[src/hdl/mfwr_ram.sv]
`timescale 1ns / 1ps
`default_nettype none
module mfwr_ram #(
  parameter int WIDTH = 8,
  parameter int DEPTH = 32
) (
  input  wire logic                                     clk,
  input  wire logic                                     we,
  input  wire logic [(DEPTH > 1 ? $clog2(DEPTH) : 1)-1:0] waddr,
  input  wire logic [WIDTH-1:0]                         wdata,
  input  wire logic [(DEPTH > 1 ? $clog2(DEPTH) : 1)-1:0] raddr,
  output logic      [WIDTH-1:0]                         rdata
);

  logic [WIDTH-1:0] mem [DEPTH];

  always_ff @(posedge clk) begin
    if (we) begin
      mem[waddr] <= wdata;
    end
    rdata <= mem[raddr];
  end

endmodule
`default_nettype wire

[config.mk]
export PLATFORM = sky130hd
export DESIGN_NAME = mfwr_ram
export DESIGN_NICKNAME = d
export VERILOG_FILES = /design/src/hdl/mfwr_ram.sv
export SDC_FILE = /design/constraint.sdc
export NUM_CORES = 1
export LEC_CHECK = 0
export ABC_AREA = 1
export ABC_CLOCK_PERIOD_IN_PS = 1070
export BUFFER_PORTS_ARGS = -buffer_cell sky130_fd_sc_hd__buf_2
export CORE_ASPECT_RATIO = 0.8
export CORE_MARGIN = 2
export CORE_UTILIZATION = 58
export CTS_BUF_LIST = sky130_fd_sc_hd__clkbuf_8
export CTS_CLUSTER_DIAMETER = 200
export DETAILED_ROUTE_END_ITERATION = 16
export GPL_TIMING_DRIVEN = 0
export PLACE_DENSITY = 0.78
export SKIP_CTS_REPAIR_TIMING = 1
export SLEW_MARGIN = 20
export SYNTH_ARGS = -nofsm -noshare
export SYNTH_HDL_FRONTEND = slang
export SYNTH_SLANG_ARGS = --single-unit
[constraint.sdc]
create_clock -name clk -period 1.07 [get_ports clk]
set_input_delay 0 -clock clk [delete_from_list [all_inputs] [get_ports clk]]
set_output_delay 0 -clock clk [all_outputs]
set_load 0.01 [all_outputs]
**After elaboration in Yosys (flattened, before gate mapping)**

Memories as Yosys holds them, arrays and structs flattened. A register that Yosys moved wholly into a read port is not among the register bits.
Cells that the tools add are included.
Widths: inputs -> output; s select.

- Word-level logic and storage cells: 3
- Input bits: 20
- RAM bits: 256
- Register bits: 0
- Memories kept: 1
- Output and inout bits: 8

- Muxes and demuxes: 2

Memory list:

| memory | words | bits a word | read ports | clocked after memory_dff | write ports | line | text |
|---|---|---|---|---|---|---|---|
| mem | 32 | 8 | 1 | 1 | 1 | 15 | `logic [WIDTH-1:0] mem [DEPTH];` |

Operators with widths:

| kind | count |
|---|---|
| $mux 1 | 2 |

**Depth between registers and ports, before layout**

- Depth in word-level cells: 2
- Depth in mapped cells: 11
- Gate-level depth less buffers: 9

**Worst setup path before layout**

No wires, ideal clock.

- Path kind: in2reg
- From: input port waddr[0] (netlist bit)
- To: memory mem[0][0] (enable)
- Path buffers: 0
- Library setup time: 0.370 ns
- Path slack: 0.036 ns
- Required time: 0.700 ns
- Stages: 3
- Data arrival time: 0.664 ns
- Cells stage by stage: inv_1 > nand3_1 > nor2_1

RTL lines:

| item | line | text |
|---|---|---|
| start: declaration | 9 | `input wire logic [(DEPTH > 1 ? $clog2(DEPTH) : 1)-1:0] waddr,` |
| end: declaration | 15 |  |

Straight into the memory's write port.

**Worst setup path after layout**

- From: input port waddr[1] (netlist bit)
- To: memory mem[17][5] (enable)

Straight into the memory's write port.

==> reports/metrics.cfg <==
[die]
rows = 44
pin_count = 28
coreArea_mm2 = 0.0182
die-height_um = 126
die_area_mm2 = 0.0197
die_w_um = 156
start_util = 0.594

[synth]
synthXorXnorAreaFrac = 0
synth_mux_area_frac = 0
synth_top_family_by_area = simple AND/OR/NAND/NOR gates
synthSimpleGateAreaFrac = 0.231
yosysSeqAreaShare = 0.728
synth-seq-cells = 264
synth_area_per_cell_um2 = 11.7
synth_fa_ha_area_frac = 0
syn-cell-area_mm2 = 0.0108
syn_nets = 942
synth-compound-area-share = 0
netlist_instances = 922
ys.warnings.count = 0
yosysUniqueCellTypes = 12

[outcome]
run_status = finished, violations left
violations = setup timing

[setup_path]
start_kind = primary input
crit_path_max_fanout = 8
critPathCaptureType = flop
worstPathRequired_ns = 1.23
path_class = in -> reg
arrival_ns = 1.51
rrSetupSlack_ns = -0.09

[placed_design]
dp_hpwl_mm = 17.3
port_buffers = 24
post-place-ws_ns = -0.764
placedCellCount = 1176
place.gp.congestion = 0.949

[drt]
vias = 7453
antenna_left = 0
drt-initial-drc-count = 1126
wl_per_cell_um = 22.2
dr.pass1.iters = 6
routed_via_density = 5.97
drcViolationCount = 0
drt-total-wl_mm = 27.8

[final_layout]
layout-drive-gt1-share = 0.234
diodes = 0
syn2layout_area_growth_pct = 15.3
fillers = 1254
finalNonFillerCells = 1249
nets = 1012

[timing]
worst_pin_slew_ns = 0.835
setup_tns_ns = -31.59
hold_ws_ns = 0.0208
min_period_ns = 1.34
grt_setup_unrepaired = true
setup_ws_ns = -0.274
clock.fmax_ghz = 0.744
setup_viol = 240
clock_skew_ns = 0.0185
hold_violations = 0
relSlewSlack = 0.442
drv_slew = 0
period_share = 1.26

[cts]
cts.sinks = 264
clockBufferDepth = 3
cts_max_level = 2
clk_pin_slew_ns = 0.06
cts_buffers = 40
clk_latency_ns = 0.54
root_buffer = clkbuf_8
cts_tree = done

[power]
p_leak_nw = 4.68
powerDensity_mw_per_mm2 = 1690
ir_drop_uv = 1250

[global_routing]
antenna_found_initial = 0
grt_start_max_net_pins = 33
grt_pass1_vias = 6812
grt.total_usage = 0.279
overflow = 0
grt_pass1_wl_mm = 39.8

[job]
drv_cap = 0

[hold_path]
hold_class = in -> reg

[area by class of cell]
cell class	count	area, um^2	area share
Sequential cell	264	7850	0.631
Buffer	52	412	0.0331
Clock inverter	28	168	0.0135
Timing Repair Buffer	28	160	0.0129
Multi-Input combinational cell	596	2970	0.238
Tap cell	230	288	0.0231
Inverter	10	37.5	0.00302
Clock buffer	41	564	0.0454
[worst max-delay path, cell delays in order]
cell and delay, ns:
buf_2 0.11, inv_1 0.07, nand3_1 0.50, nor2_1 0.82
[stage by stage]
stage | cell area, um^2 | util | power [mW]
detailed placement | 11200 | 0.616 | 13.2
floorplan | 10800 | - | 12.6
CTS | 11900 | 0.656 | 20.8
global route | 12400 | 0.685 | 21.6
global placement | 11200 | 0.616 | 13.2
finish | 12400 | 0.685 | 21.0
[logic make-up after synthesis]
| kind of cell | Yosys count |
|---|---|
| buf+inv | 62 |
| flops | 264 |
| simple gates | 596 |
[registers in the layout (all words and copies together) (netlist names)]
| signal | flops |
|---|---|
| mem | 256 |
| rdata | 8 |
[Yosys cell counts]
cell type / n / area, um^2
nand2_1: 360 / 1350
edfxtp_1: 256 / 7690
nor2_1: 32 / 120
buf_4: 4 / 30.0
buf_2: 15 / 75.1
clkbuf_1: 7 / 26.3
nand3_1: 204 / 1020
buf_6: 24 / 270
dfxtp_1: 8 / 160
buf_1: 2 / 7.51
inv_1: 8 / 30.0
inv_2: 2 / 7.51
[final timing paths]
path	to	from	cells past startpoint
max reg2reg	rdata[7]	mem[17][7]	8
min	rdata[2]	raddr[3]	5
min reg2reg	rdata[6]	mem[8][6]	8
max	mem[17][5]	waddr[1]	4
[report_power, final]
part,leakage (nW),switching [mW],internal (mW)
Clock,0.422,3.74,4.03
Sequential,2.37,0.0355,11.5
Combinational,1.89,1.22,0.490
[cell usage in the layout, fill, tap and decap left out]
master         instances
buf_6                 24
clkbuf_2               2
nand3_1              139
nor2_1                11
clkbuf_1               6
buf_2                 39
dlygate4sd3_1          4
nor2_4                 2
clkinv_1               7
nand3_2               65
clkinv_2               2
edfxtp_1             256
nand2_1              326
buf_1                  1
inv_1                 23
buf_4                  4
inv_2                  2
dfxtp_1                8
clkbuf_8              41
nand2_2               34
clkinvlp_4             2
nor2_2                19
bufinv_16              2
[routing by layer]
metal / up-vias / track usage / wire length, um
li1: 3345 / - / -
met1: 3512 / 0.420 / 10800
met2: 529 / 0.408 / 12500
met3: 67 / 0.0585 / 3640
met4: 0 / 0.0998 / 809
met5: - / 0 / 0
No activity file was read; power rests on OpenSTA's default activity.
